<file path="src/rtl/odo_pkg.sv">
// ----------------------------------------------------------------------------
// odo_pkg : shared types and constants for the differential drive odometry
// Item structs, sequencer state codes, register indexes, angle constants,
// the arctangent table and the 32-bit saturation helper.
// ----------------------------------------------------------------------------
package odo_pkg;

  // Configuration register indexes
  localparam logic REG_DIST_PER_REV  = 1'b0;
  localparam logic REG_INV_TWO_TREAD = 1'b1;

  localparam logic [31:0] DIST_PER_REV_RST  = 32'd8968;
  localparam logic [31:0] INV_TWO_TREAD_RST = 32'd819200;

  // Angle constants in Q30 radians
  localparam logic signed [35:0] PI_Q30      = 36'sd3373259426;
  localparam logic signed [35:0] HALF_PI_Q30 = 36'sd1686629713;
  localparam logic signed [35:0] TWO_PI_Q30  = 36'sd6746518852;
  localparam logic signed [34:0] CORDIC_GAIN = 35'sd652032874;
  localparam logic signed [34:0] ONE_Q30     = 35'sd1073741824;
  localparam int unsigned        CORDIC_STEPS = 30;

  // Microseconds per second
  localparam logic signed [33:0] US_PER_S = 34'sd1000000;

  typedef struct packed {
    logic signed [31:0] left_position;
    logic signed [31:0] right_position;
    logic [19:0]        elapsed_us;
  } odo_in_t;

  typedef struct packed {
    logic signed [31:0] pos_x;
    logic signed [31:0] pos_y;
    logic signed [31:0] heading;
    logic signed [31:0] vel_x;
    logic signed [31:0] vel_y;
    logic signed [31:0] vel_turn;
    logic signed [31:0] quat_z;
    logic signed [31:0] quat_w;
  } odo_out_t;

  // Wheel deltas as handed from the front to the back
  typedef struct packed {
    logic signed [31:0] delta_left;
    logic signed [31:0] delta_right;
    logic [19:0]        elapsed_us;
  } odo_step_t;

  typedef enum logic [4:0] {
    ST_IDLE,
    ST_TL,
    ST_TR,
    ST_TRAVEL,
    ST_TURN,
    ST_ANGLE,
    ST_MOD,
    ST_FOLD,
    ST_ROT,
    ST_CLAMP,
    ST_STEP_X,
    ST_STEP_Y,
    ST_POSE,
    ST_SCALE_X,
    ST_SCALE_Y,
    ST_SCALE_T,
    ST_DIV_INIT,
    ST_DIV,
    ST_PUT
  } odo_state_t;

  // Saturate a wide signed value to 32 bits
  function automatic logic signed [31:0] sat32(input logic signed [67:0] v);
    logic signed [31:0] r;
    if (v > 68'sd2147483647) begin
      r = 32'sh7FFF_FFFF;
    end else if (v < -68'sd2147483648) begin
      r = 32'sh8000_0000;
    end else begin
      r = v[31:0];
    end
    return r;
  endfunction

  // atan(2^-i) in Q30
  function automatic logic [31:0] atan_q30(input logic [4:0] i);
    logic [31:0] r;
    case (i)
      5'd0:  r = 32'h3243F6A8;
      5'd1:  r = 32'h1DAC6705;
      5'd2:  r = 32'h0FADBAFC;
      5'd3:  r = 32'h07F56EA6;
      5'd4:  r = 32'h03FEAB76;
      5'd5:  r = 32'h01FFD55B;
      5'd6:  r = 32'h00FFFAAA;
      5'd7:  r = 32'h007FFF55;
      5'd8:  r = 32'h003FFFEA;
      5'd9:  r = 32'h001FFFFD;
      5'd10: r = 32'h000FFFFF;
      5'd11: r = 32'h0007FFFF;
      5'd12: r = 32'h0003FFFF;
      5'd13: r = 32'h0001FFFF;
      5'd14: r = 32'h0000FFFF;
      5'd15: r = 32'h00007FFF;
      5'd16: r = 32'h00003FFF;
      5'd17: r = 32'h00001FFF;
      5'd18: r = 32'h00000FFF;
      5'd19: r = 32'h000007FF;
      5'd20: r = 32'h000003FF;
      5'd21: r = 32'h000001FF;
      5'd22: r = 32'h000000FF;
      5'd23: r = 32'h0000007F;
      5'd24: r = 32'h0000003F;
      5'd25: r = 32'h0000001F;
      5'd26: r = 32'h0000000F;
      5'd27: r = 32'h00000008;
      5'd28: r = 32'h00000004;
      5'd29: r = 32'h00000002;
      default: r = 32'h00000000;
    endcase
    return r;
  endfunction

endpackage

</file>
<file path="src/rtl/odo_queue.sv">
// ----------------------------------------------------------------------------
// odo_queue : two-entry queue of wheel-delta items
// Decouples the front from the back so that each side stalls on its own.
// ----------------------------------------------------------------------------
module odo_queue (
  input  logic              clk,
  input  logic              rst_n,
  input  logic              push,
  input  odo_pkg::odo_step_t push_data,
  output logic              full,
  input  logic              pop,
  output odo_pkg::odo_step_t pop_data,
  output logic              empty
);

  odo_pkg::odo_step_t mem_r [2];
  logic               wr_ptr_r;
  logic               rd_ptr_r;
  logic [1:0]         count_r;
  logic               do_push;
  logic               do_pop;

  assign full     = (count_r == 2'd2);
  assign empty    = (count_r == 2'd0);
  assign do_push  = push && !full;
  assign do_pop   = pop && !empty;
  assign pop_data = mem_r[rd_ptr_r];

  // Store an item
  always_ff @(posedge clk) begin
    if (do_push) begin
      mem_r[wr_ptr_r] <= push_data;
    end
  end

  // Advance pointers and count
  always_ff @(posedge clk) begin
    if (!rst_n) begin
      wr_ptr_r <= 1'b0;
      rd_ptr_r <= 1'b0;
      count_r  <= 2'd0;
    end else begin
      if (do_push) begin
        wr_ptr_r <= ~wr_ptr_r;
      end
      if (do_pop) begin
        rd_ptr_r <= ~rd_ptr_r;
      end
      case ({do_push, do_pop})
        2'b10:   count_r <= count_r + 2'd1;
        2'b01:   count_r <= count_r - 2'd1;
        default: count_r <= count_r;
      endcase
    end
  end

endmodule

</file>
<file path="config.mk">
export PLATFORM = sky130hd
export DESIGN_NAME = odo_queue
export DESIGN_NICKNAME = d
export VERILOG_FILES = /design/src/rtl/odo_pkg.sv /design/src/rtl/odo_queue.sv
export SDC_FILE = /design/constraint.sdc
export NUM_CORES = 1
export LEC_CHECK = 0
export ABC_AREA = 1
export BUFFER_PORTS_ARGS = -buffer_cell sky130_fd_sc_hd__buf_4
export CORE_MARGIN = 8
export CORE_UTILIZATION = 56
export CTS_BUF_LIST = sky130_fd_sc_hd__clkbuf_4 sky130_fd_sc_hd__clkbuf_8 sky130_fd_sc_hd__clkbuf_16
export DETAILED_ROUTE_END_ITERATION = 6
export PLACE_DENSITY = 0.88
export SLEW_MARGIN = 20
export SYNTH_ARGS = -nofsm -noshare
export SYNTH_HDL_FRONTEND = slang
export SYNTH_SLANG_ARGS = --single-unit
</file>
<file path="constraint.sdc">
create_clock -name clk -period 10.45 [get_ports clk]
set_input_delay 1.5675 -clock clk [delete_from_list [all_inputs] [get_ports clk]]
set_output_delay 1.5675 -clock clk [all_outputs]
set_load 0.02 [all_outputs]
</file>
After elaboration in Yosys (flattened, before gate mapping)
Memory sizes are Yosys's and may differ from the RTL's. A register that Yosys moved wholly into a read port is not among the register bits. Index checks and enable logic that the tools add are counted.

Register bits after elaboration: 4. RAM bits: 168. Output and inout bits: 86. Memories kept: 1.

Add/sub/neg operators: 2. Equal/unequal tests: 3. Multiplexer cells: 5. Bitwise gates (word level): 2. Reduce and logical (&&, ||, !) cells: 6.

Memories: mem_r (words 2, width 84, rd ports 1, clocked after memory_dff 1, wr ports 1, line odo_queue.sv:16) `odo_pkg::odo_step_t mem_r [2];`.

Operator list (count): 2-bit == test, second input constant (2); 1-bit 2-to-1 mux (4); 2-bit one-hot mux with 2 select lines (1); 2-bit by 1-bit adder with 2-bit output, second input constant (1); 2-bit by 1-bit == test with 1-bit output, second input constant (1); 1-bit logical AND (2); 1-bit zero test (2); 2-bit zero test (1); 1-bit NOT (2); 2-bit nonzero test (1); 2-bit by 1-bit subtractor with 2-bit output, second input constant (1).

Depth between registers and ports, before layout
Depth after elaboration: 5. Mapped depth: 10.

Worst setup path after synthesis
Ideal clock, no wire load.

Path kind: in2reg. Start: input port push. End: memory mem_r[0][0] in the netlist's numbering (enable). Setup time: 0.527 ns. Data arrival time: 5.321 ns. Required time: 9.923 ns. Setup slack: 4.602 ns. Stages: 4. Cells stage by stage: inv_1 > nor2_1 > inv_1 > nor2_1.

Longest elaborated chain between the ends: 3.

RTL lines: start: declaration (line odo_queue.sv:8) `input logic push,`; 1-bit logical AND (line odo_queue.sv:25) `assign do_push = push && !full;`; 1-bit 2-to-1 mux (line odo_queue.sv:31) `if (do_push) begin`; 1-bit 2-to-1 mux (implied by the code) (line odo_queue.sv:32) `mem_r[wr_ptr_r] <= push_data;`; end: declaration (line odo_queue.sv:16).

No other way between the ends.

==> results.ini <==
[layout]
drive_above_1_share_pct=58.2
multi_input_area_um2=1290
final_area_um2=8560
fill_cells=666
fin_cells=643
antenna_cells=0
nets=576
synthToLayoutAreaGrowth_pct=30.7
regArea_um2=5150

[placed_design]
routabilityCongestion=0.731
placed_area_um2=7980
port-buffer-count=173
place_inst=611
dp_hpwl_mm=8.87

[clock_tree]
clkTransAtPathRegs_ns=0.06
clock_sinks=173
cts_tree=yes
htreeDepth=4
insertion_delay_ns=0.41
cts_resized=0
ctsHoldBuffers=0
cts_buffers=17
postCtsSetupBuffers=0
clk_root_buffer_cell=clkbuf_16
cts_buffer_depth=2

[run_status]
status=finished clean

[floorplan]
die_y_um=124
io_pins=174
die_w_um=124
core_um2=11400
dieArea_um2=15400
fp-row-count=39
start_util_pct=57.4

[synth]
synth_xor_area_share_pct=0
synth_adder_area_share_pct=0.191
ys_types=14
syn-mean-instance-area_um2=21.8
netlist_top_cells_area=edfxtp_1, mux2_4, mux2_2
yosysWarnings=0
synthesis.instances=301
netlist_area_um2=6550
synth_seq_cells=173
synthMuxAreaShare_pct=17.9
synth_top_family_by_area=multiplexers
yosys.area.top_type=edfxtp_1
synth_top_area_share_pct=77.0
synth_compound_area_share_pct=0.153
yosys.area_share.simple_pct=1.38
syn-num-nets=390
yosysSeqAreaShare_pct=78.5

[critical_path]
critPathTopFamily=buffers and inverters
cp_cell_sequence=buf_4 -> mux2_4 -> buf_4
critPathBufInv=2
r2r_slack_ns=7.95
critPathMostFrequentCell=buf_4
crit_cells=3
slowest_stage=dfxtp_4
rr_worst_depth=5
r2r-end=mem_r[0][60]
crit_required_ns=8.88
cp_max_fo=43
critPathKind=register to output pin
cp-end-kind=output pin
r2r-start=count_r[0]
crit_end=pop_data[40]
critical_path_arrival_ns=2.48
cp_slowest_stage_delay_ns=0.78
crit_path_start_kind=register

[sta]
setup_viol=0
finalSetupTns_ns=0
finalCriticalPeriod_ns=4.05
fin_crit_sh_pct=38.7
relSlewSlack_pct=43.9
fin_skew_ns=0.00793
worst_pin_slew_ns=0.840
drv_slew=0
hold-worst-slack_ns=0.523
rsz0062_at_grt=false
finalHoldViolCount=0
fmax_mhz=247

[routing]
routed_via_density=5.11
ant_nets=0
num_vias=3288
dr.pass1.iters=4
first_iter_violations=267
drcViolationCount=0
routed_wl_mm=12.8
routedWlPerCell_um=19.9

[global_route]
grt_pass1_vias=3488
grt_util_all_layers_pct=16.4
gr-total-overflow=0
antenna_found_initial=0
grt_max_degree=65
grt_pass1_wl_mm=18.6

[power]
pwr-share-comb_pct=23.2
irDropWorstVdd_mv=0.151
clkPwrFrac_pct=31.7
powerDensity_nw_per_um2=229
switching_share_pct=26.0
power.total_mw=1.96
p_sw_mw=0.510
intPower_mw=1.45
p_leak_nw=3.37
power_frac_seq_pct=45.2

[worst_hold_path]
min_path_type=register to register

[run]
drv_cap=0

==> worst min-delay path by stage <==
stage                          end  cells past startpoint  slack (ns)  startpoint
after global placement    rd_ptr_r                      2        0.47    rd_ptr_r
after detailed placement  register                      2        0.50    rd_ptr_r
after floorplan           register                      2        0.45    rd_ptr_r
final                     rd_ptr_r                      2        0.52    rd_ptr_r
after global routing      rd_ptr_r                      2        0.55    rd_ptr_r
after CTS                 rd_ptr_r                      2        0.51    rd_ptr_r
==> layer usage <==
layer,track usage (%),up-vias,share of wire (%),routed length [um]
met1,18.7,1606,39,4980
met5,0,-,0,0
met2,27.9,127,51,6540
met3,5.80,15,8.4,1080
li1,-,1540,-,-
met4,5.80,0,1.5,187
==> cells by family (layout without fill, tap and decap cells) <==
| family | Yosys count | count (layout) |
|---|---|---|
| flip-flops | 173 | 173 |
| adder cells (fa/ha/maj) | 1 | 1 |
| AO/OA/AOI/OAI | 2 | 2 |
| AND/OR/NAND/NOR | 23 | 23 |
| multiplexers | 84 | 84 |
| buffers and inverters | 18 | 217 |
==> per-stage QoR <==
step	util [%]	setup slack [ns]
5_1_grt	75.0	6.26
4_1_cts	75.0	6.34
3_5_place_dp	69.8	6.67
2_1_floorplan	-	4.60
3_3_place_gp	69.8	6.72
6_report	75.0	6.40
==> cell usage after synthesis (all sizes together) <==
cell type / number
nand2: 8
dfxtp: 5
edfxtp: 168
a21oi: 1
nand3: 1
nand4: 1
ha: 1
nor2: 13
mux2: 84
o21ai: 1
buf: 9
inv: 9
==> power groups by stage <==
stage                     combinational, mW  clock (mW)  sequential [mW]
after floorplan                       0.306           0            0.884
after global placement                0.451           0            0.894
after detailed placement              0.461           0            0.900
after CTS                             0.461       0.632            0.887
after global routing                  0.480       0.659            0.893
final                                 0.455       0.621            0.885
==> placed cells by master, fill, tap and decap left out <==
cell        instances
mux2_4             60
clkbuf_16          17
a21oi_1             1
edfxtp_1          168
ha_1                1
bufinv_16           3
nand4_1             1
clkinvlp_4          1
dfxtp_1             4
clkinv_4            3
nor2_1             12
mux2_2             24
nand2_1             8
nand3_1             1
clkinv_2            3
dfxtp_4             1
clkbuf_4            2
clkinv_1            4
o21ai_0             1
buf_4             176
inv_1               8
nor2_4              1
==> worst min-delay path, delay by kind of cell, from the launching register on <==
kind	cells	cell delay, ns
DFF	1	0.35
and+or+nand+nor	2	0.14
==> sequential cells by signal (all words and copies together) (netlist names), named ones only <==
name / cells
mem_r: 168
count_r: 2
rd_ptr_r: 1
wr_ptr_r: 1
==> final cells by class <==
type | count | share of cell area, %
repair buffers | 176 | 15.4
inverters | 9 | 0.409
well taps | 143 | 2.09
clock buffers | 19 | 5.14
clock inverters | 13 | 1.74
multi-input cells | 110 | 15.1
flip-flops and latches | 173 | 60.1
No activity file was read; power rests on OpenSTA's default activity.
