==> src/rtl/odo_pkg.sv <==
// ----------------------------------------------------------------------------
// odo_pkg : shared types and constants for the differential drive odometry
// Item structs, sequencer state codes, register indexes, angle constants,
// the arctangent table and the 32-bit saturation helper.
// ----------------------------------------------------------------------------
package odo_pkg;

  // Configuration register indexes
  localparam logic REG_DIST_PER_REV  = 1'b0;
  localparam logic REG_INV_TWO_TREAD = 1'b1;

  localparam logic [31:0] DIST_PER_REV_RST  = 32'd8968;
  localparam logic [31:0] INV_TWO_TREAD_RST = 32'd819200;

  // Angle constants in Q30 radians
  localparam logic signed [35:0] PI_Q30      = 36'sd3373259426;
  localparam logic signed [35:0] HALF_PI_Q30 = 36'sd1686629713;
  localparam logic signed [35:0] TWO_PI_Q30  = 36'sd6746518852;
  localparam logic signed [34:0] CORDIC_GAIN = 35'sd652032874;
  localparam logic signed [34:0] ONE_Q30     = 35'sd1073741824;
  localparam int unsigned        CORDIC_STEPS = 30;

  // Microseconds per second
  localparam logic signed [33:0] US_PER_S = 34'sd1000000;

  typedef struct packed {
    logic signed [31:0] left_position;
    logic signed [31:0] right_position;
    logic [19:0]        elapsed_us;
  } odo_in_t;

  typedef struct packed {
    logic signed [31:0] pos_x;
    logic signed [31:0] pos_y;
    logic signed [31:0] heading;
    logic signed [31:0] vel_x;
    logic signed [31:0] vel_y;
    logic signed [31:0] vel_turn;
    logic signed [31:0] quat_z;
    logic signed [31:0] quat_w;
  } odo_out_t;

  // Wheel deltas as handed from the front to the back
  typedef struct packed {
    logic signed [31:0] delta_left;
    logic signed [31:0] delta_right;
    logic [19:0]        elapsed_us;
  } odo_step_t;

  typedef enum logic [4:0] {
    ST_IDLE,
    ST_TL,
    ST_TR,
    ST_TRAVEL,
    ST_TURN,
    ST_ANGLE,
    ST_MOD,
    ST_FOLD,
    ST_ROT,
    ST_CLAMP,
    ST_STEP_X,
    ST_STEP_Y,
    ST_POSE,
    ST_SCALE_X,
    ST_SCALE_Y,
    ST_SCALE_T,
    ST_DIV_INIT,
    ST_DIV,
    ST_PUT
  } odo_state_t;

  // Saturate a wide signed value to 32 bits
  function automatic logic signed [31:0] sat32(input logic signed [67:0] v);
    logic signed [31:0] r;
    if (v > 68'sd2147483647) begin
      r = 32'sh7FFF_FFFF;
    end else if (v < -68'sd2147483648) begin
      r = 32'sh8000_0000;
    end else begin
      r = v[31:0];
    end
    return r;
  endfunction

  // atan(2^-i) in Q30
  function automatic logic [31:0] atan_q30(input logic [4:0] i);
    logic [31:0] r;
    case (i)
      5'd0:  r = 32'h3243F6A8;
      5'd1:  r = 32'h1DAC6705;
      5'd2:  r = 32'h0FADBAFC;
      5'd3:  r = 32'h07F56EA6;
      5'd4:  r = 32'h03FEAB76;
      5'd5:  r = 32'h01FFD55B;
      5'd6:  r = 32'h00FFFAAA;
      5'd7:  r = 32'h007FFF55;
      5'd8:  r = 32'h003FFFEA;
      5'd9:  r = 32'h001FFFFD;
      5'd10: r = 32'h000FFFFF;
      5'd11: r = 32'h0007FFFF;
      5'd12: r = 32'h0003FFFF;
      5'd13: r = 32'h0001FFFF;
      5'd14: r = 32'h0000FFFF;
      5'd15: r = 32'h00007FFF;
      5'd16: r = 32'h00003FFF;
      5'd17: r = 32'h00001FFF;
      5'd18: r = 32'h00000FFF;
      5'd19: r = 32'h000007FF;
      5'd20: r = 32'h000003FF;
      5'd21: r = 32'h000001FF;
      5'd22: r = 32'h000000FF;
      5'd23: r = 32'h0000007F;
      5'd24: r = 32'h0000003F;
      5'd25: r = 32'h0000001F;
      5'd26: r = 32'h0000000F;
      5'd27: r = 32'h00000008;
      5'd28: r = 32'h00000004;
      5'd29: r = 32'h00000002;
      default: r = 32'h00000000;
    endcase
    return r;
  endfunction

endpackage

==> src/rtl/odo_front.sv <==
// ----------------------------------------------------------------------------
// odo_front : input side of the odometry block
// Accepts position items, forms wheel deltas against the last positions and
// hands them to the queue.
// ----------------------------------------------------------------------------
module odo_front (
  input  logic               clk,
  input  logic               rst_n,
  input  logic               in_push,
  input  odo_pkg::odo_in_t   in_data,
  input  logic               q_full,
  output logic               q_push,
  output odo_pkg::odo_step_t q_data
);

  logic signed [31:0] last_left_r;
  logic signed [31:0] last_right_r;

  assign q_push = in_push && !q_full;

  // Wrapping difference against the stored positions
  always_comb begin
    q_data.delta_left  = in_data.left_position - last_left_r;
    q_data.delta_right = in_data.right_position - last_right_r;
    q_data.elapsed_us  = in_data.elapsed_us;
  end

  // Remember the positions of each accepted item
  always_ff @(posedge clk) begin
    if (!rst_n) begin
      last_left_r  <= '0;
      last_right_r <= '0;
    end else if (q_push) begin
      last_left_r  <= in_data.left_position;
      last_right_r <= in_data.right_position;
    end
  end

endmodule

==> config.mk <==
export PLATFORM = sky130hd
export DESIGN_NAME = odo_front
export DESIGN_NICKNAME = d
export VERILOG_FILES = /design/src/rtl/odo_pkg.sv /design/src/rtl/odo_front.sv
export SDC_FILE = /design/constraint.sdc
export NUM_CORES = 1
export LEC_CHECK = 0
export BUFFER_PORTS_ARGS = -buffer_cell sky130_fd_sc_hd__buf_2
export CORE_ASPECT_RATIO = 0.75
export CORE_MARGIN = 2
export CORE_UTILIZATION = 45
export DETAILED_ROUTE_END_ITERATION = 8
export PLACE_DENSITY_LB_ADDON = 0.05
export SLEW_MARGIN = 20
export SYNTH_ARGS = -nofsm -noshare
export SYNTH_HDL_FRONTEND = slang
export SYNTH_SLANG_ARGS = --single-unit
==> constraint.sdc <==
create_clock -name clk -period 3.3 [get_ports clk]
set_input_delay 0.33 -clock clk [delete_from_list [all_inputs] [get_ports clk]]
set_output_delay 0.33 -clock clk [all_outputs]
set_load 0.01 [all_outputs]
# After elaboration in Yosys (flattened, before gate mapping)
# Index checks and enable logic that the tools add are counted.
op_classes:
  n_addsub: 2
  n_reduce_logical: 2
op_table:
  columns: ["operator", "n"]
  rows:
  - ["subtractor 32 bit", 2]
  - ["logical AND 1 bit", 1]
  - ["zero test 1 bit", 1]
word_totals:
  reg_bits: 64
  inputBits: 88
  output_inout_bits: 85
  wordCells: 6

# Logic depth before layout (Yosys ltp)
# Gate-level depths: netlist of the first run.
depth:
  ltp_word: 2
  depth_mapped: 10
  depth_no_buf: 10

# Worst setup path after synthesis of the first run
# OpenSTA, ideal clock, no wires.
synth_timing:
  kind: "in2out"
  startpoint: "input in_data[20] (netlist bit)"
  endpoint: "output q_data[46] (netlist bit)"
  t_arrival_ns: 2.360
  t_required_ns: 2.970
  path_slack_ns: 0.610
  stages: 10
  path_buffers: 0
  cell_sequence: "inv_1 > ha_1 > fa_1 > and2b_1 > o2111ai_2 > a211o_1 > a31o_1 > a21oi_2 > a41oi_1 > xnor2_1"
synth_lines:
  columns: ["element", "line", "source"]
  rows:
  - ["start, declared", "odo_front.sv:10", "input odo_pkg::odo_in_t in_data,"]
  - ["end, declared", "odo_front.sv:13", "output odo_pkg::odo_step_t q_data"]

==> results of run 1 <==
[flip-flops by register name, indices dropped and copies added, names as in the netlist]
| signal | count |
|---|---|
| last_left_r | 32 |
| last_right_r | 32 |
[logic make-up (layout without fill, tap and decap cells)]
family | count (synthesis) | count (layout) | share of synthesized area
AND/OR/NAND/NOR | 263 | 263 | 0.190
AO/OA/AOI/OAI | 259 | 259 | 0.294
buffers and inverters | 136 | 235 | 0.0989
adder cells (fa/ha/maj) | 64 | 64 | 0.132
flip-flops | 64 | 64 | 0.207
XOR/XNOR | 56 | 56 | 0.0791
[layer usage]
layer,GRT usage,vias to the layer above
met1,0.328,2716
met5,0,-
li1,-,3053
met3,0.0486,20
met2,0.333,149
met4,0.0593,0
[cell usage after synthesis (3+ instances only)]
cell and count:
nand3_1 17, a31oi_1 5, buf_4 20, buf_6 3, or3_1 3, dfxtp_1 64
inv_1 81, nor3_1 6, nand2b_1 11, and2_1 6, a21o_1 30, a21boi_0 68
a211oi_1 4, nand2_1 164, ha_1 62, buf_1 3, o21ai_1 3, buf_2 4
and3_1 3, xor2_1 17, o21a_1 13, clkbuf_1 25, a221oi_1 3, o211ai_1 7
nor2_1 22, xnor2_1 39, a21oi_1 56, nand4_1 11, nor2b_1 7, o31a_1 3
o21ai_0 26, a21oi_2 3, o21bai_1 8
[worst register-to-register path, cell delays in order, from the launching register on]
cell and delay [ps]:
dfxtp_1 380, nand2_1 60, a21boi_0 180
[stage by stage]
| step | setup WS, ps | setup TNS [ps] | total power (µW) | instances |
|---|---|---|---|---|
| final | 149 | 0 | 2960 | 1116 |
| after global routing | -35.3 | -71.0 | 3150 | 1116 |
| after CTS | 9.93 | 0 | 2970 | 1113 |
| after detailed placement | 231 | 0 | 1960 | 1097 |
| after global placement | 248 | 0 | 1950 | 1097 |
| after floorplan | 610 | 0 | 1620 | 842 |
[report_power, final]
part	leakage, µW	switching (µW)	internal [µW]
clock	0.000150	363	624
sequential	0.000523	17.2	809
combinational	0.00231	662	488
[how the worst max path moves through the flow]
stage                           startpoint    endpoint  slack [ps]  depth (start not counted)
after global placement         in_data[20]  q_data[46]         250                         12
after global routing      last_right_r[18]  q_data[49]         -40                         10
after detailed placement       in_data[20]  q_data[46]         230                         12
after CTS                  last_right_r[0]  q_data[46]          10                         10
after floorplan                in_data[20]  q_data[46]         610                         10
final                      last_right_r[0]  q_data[46]         150                         10
[timing repair]
action,CTS,global route
gates resized for setup,0,15
endpoints found under the setup margin,0,13
setup buffers,0,3
[cell type report]
type | count | area, µm² | share of cell area
Multi-Input combinational cell | 642 | 4380 | 0.608
Sequential cell | 64 | 1280 | 0.178
Timing Repair Buffer | 138 | 718 | 0.0998
Inverter | 81 | 304 | 0.0422
Clock buffer | 13 | 260 | 0.0362
Tap cell | 175 | 219 | 0.0304
Clock inverter | 3 | 40.0 | 0.00556
==> reports/qor.yml, run 1 <==
max_stage_delay_ps: 350
routed_via_density: 5.32
clkSinkCount: 64
netlist.area_leader.share: 0.207
cp_data_required_time_ps: 2970
cts_tree: "yes"
cts_made_buffers: 9
highest_layer: "met4"
dpl.hpwl_mm: 12.7
synth_warnings: 0
hp-class: "input port to register"
syn_area_um2: 6200
drt-total-wl_mm: 16.8
crit_path_end_kind: "primary output"
rrSetupSlack_ps: 2600
r2r_cells: 2
yosys.area.top_type: "dfxtp_1"
start_kind: "register"
ctsHoldBuffers: 0
syn_nets: 994
finalSetupViolations: 0
dieArea_um2: 14700
drive_above_1_share: 0.197
clock-root-buffer: "clkbuf_16"
final_nets: 1088
cts_buffer_depth: 2
die_x_um: 140
grt_max_degree: 65
wl_met2_mm: 6.83
drtPass1Iterations: 5
cp.arrival_ps: 2820
diodes: 0
syn_to_final_growth_pct: 16.1
synthTopCellsByArea: "dfxtp_1, ha_1, nand2_1"
leakage_uw: 0.00299
peakVddDrop_mv: 0.296
p_per_area_nw_per_um2: 412
ios: 173
overflow: 0
cts.htree.levels: 3
synth_cell_types: 65
async_flop_share: 0
period_share: 0.955
holdPathStages: 3
r2r-end: "last_right_r[1]"
antenna_found_initial: 0
layout_common_cells: "nand2_1, buf_2, inv_1, a21boi_0, dfxtp_1"
dieHeight_um: 106
final_util: 0.531
synth_edf_count: 0
drt_iter0_markers: 298
synth_seq_cells: 64
grt_pass1_vias: 5447
place.gp.congestion: 0.915
placed_cell_area_um2: 6810
crit_type: "register to primary output"
wire_per_inst_um: 15.0
wl_met1_mm: 8.87
clkTransAtPathRegs_ps: 60
grt_pass1_wl_mm: 27.0
tightest_slew_ps: 1020
drc_errors: 0
synthFlopType: "dfxtp_1"
final.min_clock_period_ps: 3150
postSynthCellCount: 842
hp-start: "in_data[70]"
worstPathMaxFanout: 3
finalInstanceArea_um2: 7200
drv_slew: 0
ant_nets: 0
worstSkewPairLatency_ps: 330
met3_length_um: 902
critical_path.slowest_cell: "fa_2"
cp_top_family: "compound AO/OA/AOI/OAI gates"
portBuffers: 132
grtUsageTotal: 0.224
rows: 37
maxCapViolCount: 0
worstHoldEndpoint: "last_left_r[18]"
clock.fmax_mhz: 317
status: "complete, no violations"
initial_core_util: 0.457
finClkSkew_ps: 0
syn_avg_cell_area_um2: 7.36
worstReg2RegStart: "last_right_r[1]"
path_cells: "ha_2, fa_2, and2b_2, o2111ai_4, a211o_1, a31o_4, a21oi_4, a41oi_2, xnor2_1, buf_2"
ys_seq_area_frac: 0.207
nFillCells: 1347
slew_headroom: 0.318
hold-worst-slack_ps: 256
hold_viol: 0
core_area_um2: 13600
via_count: 5938
final_common_cell: "nand2_1"
crit_buf_inv: 1
Note: power is estimated with default switching activity, not from simulation.
==> run 2, diff against run 1 <==
SKIP_LAST_GASP = 1   (was not set)
clock period = 3.9 ns   (was 3.3 ns; I/O delays follow)
==> reports/qor.yml, run 2 (synthesis gave the netlist of run 1 again) <==
final_nets: 1085
diodes: 0
largestRegisters: "last_left_r: 32 flops, last_right_r: 32 flops"
worstSkewPairLatency_ps: 340
stdcell_count: 1111
overflow: 0
cp.arrival_ps: 3030
leakage_uw: 0.00295
slew_headroom: 0.421
initial_core_util: 0.457
hp-start: "in_data[28]"
status: "complete, no violations"
finClkSkew_ps: 0
wire_per_inst_um: 15.0
worstReg2RegStart: "last_right_r[1]"
rsz0062_at_grt: "false"
crit_path_end_kind: "primary output"
drt-total-wl_mm: 16.6
finalInstanceArea_um2: 7060
crit_buf_inv: 2
worstHoldEndpoint: "last_right_r[8]"
clkTransAtPathRegs_ps: 60
critical_path_depth: 10
path_cells: "inv_1, ha_1, a211oi_1, nand2b_1, o2111ai_1, nand4_1, a41oi_2, o21ai_1, xor2_1, buf_2"
clock-root-buffer: "clkbuf_16"
syn_to_final_growth_pct: 13.9
dieHeight_um: 106
power_uw: 2380
drv_slew: 0
post_cts_resized: 0
dieArea_um2: 14700
cp_data_required_time_ps: 3510
grt_pass1_vias: 5522
maxCapViolCount: 0
finalSetupViolations: 0
die_x_um: 140
rrSetupSlack_ps: 3220
r2r-end: "last_right_r[1]"
cts_made_buffers: 9
placed_cell_area_um2: 6790
p_per_area_nw_per_um2: 338
r2r_cells: 2
core_area_um2: 13600
final.min_clock_period_ps: 3420
grt_pass1_wl_mm: 26.9
ant_nets: 0
tightest_slew_ps: 867
hp-class: "input port to register"
setup_tns_ps: 0
drtPass1Iterations: 5
holdPathStages: 3
max_stage_delay_ps: 400
hold_viol: 0
cts_buffer_depth: 2
worstPathMaxFanout: 7
layout_common_cells: "nand2_1, buf_2, inv_1, a21boi_0, dfxtp_1"
critical_path.slowest_cell: "a211oi_1"
drc_errors: 0
dpl.hpwl_mm: 12.6
rows: 37
ios: 173
via_count: 6016
clock.fmax_mhz: 292
crit_type: "register to primary output"
period_share: 0.878
ctsHoldBuffers: 0
drt_iter0_markers: 426
routed_via_density: 5.41
grt_max_degree: 65
cts.htree.levels: 3
dp_cells: 1096
antenna_found_initial: 0
portBuffers: 132
start_kind: "register"
place.gp.congestion: 0.952
final_common_cell: "nand2_1"
cp_top_family: "compound AO/OA/AOI/OAI gates"
drive_above_1_share: 0.181
cts_tree: "yes"
post_cts_buffers: 0
peakVddDrop_mv: 0.226
grtUsageTotal: 0.224
clkSinkCount: 64
## run 2: area by class of cell
cell class	instances	area, µm²
Fill cell	1389	6500
Multi-Input combinational cell	642	4310
Sequential cell	64	1280
Timing Repair Buffer	135	696
Inverter	81	304
Clock buffer	13	250
Tap cell	175	219
Clock inverter	1	5.00
## run 2: worst max-delay path by stage
stage	start	endpoint	slack [ps]
after floorplan	in_data[20]	q_data[46]	1090
after global placement	in_data[20]	q_data[46]	710
after detailed placement	in_data[20]	q_data[46]	680
after CTS	last_right_r[0]	q_data[46]	510
after global routing	last_right_r[6]	q_data[47]	320
final	last_right_r[6]	q_data[47]	480
## run 2: layer usage
metal | share of wire | wire length (µm) | GRT usage
met2 | 0.39 | 6570 | 0.314
met4 | 0.021 | 356 | 0.0764
met5 | 0 | 0 | 0
met1 | 0.52 | 8650 | 0.330
met3 | 0.064 | 1070 | 0.0550
## run 2: per-stage QoR
step / utilization / hold WS, ps / worst slack (ps)
after global routing: 0.521 / 301 / 318
after detailed placement: 0.500 / 460 / 681
after global placement: 0.500 / 454 / 706
after CTS: 0.519 / 299 / 514
final: 0.521 / 301 / 477
after floorplan: - / 443 / 1090
## run 2: worst min-delay path: cells and delay by family
| family | cells | cell delay [ps] |
|---|---|---|
| compound gates | 1 | 60 |
| buf+inv | 1 | 110 |
| simple gates | 1 | 40 |
## run 2: report_power, final
part	switching, µW	total, µW	internal, µW	leakage, µW
Sequential	14.7	700	685	0.000523
Combinational	551	953	401	0.00230
Clock	293	733	440	0.000126
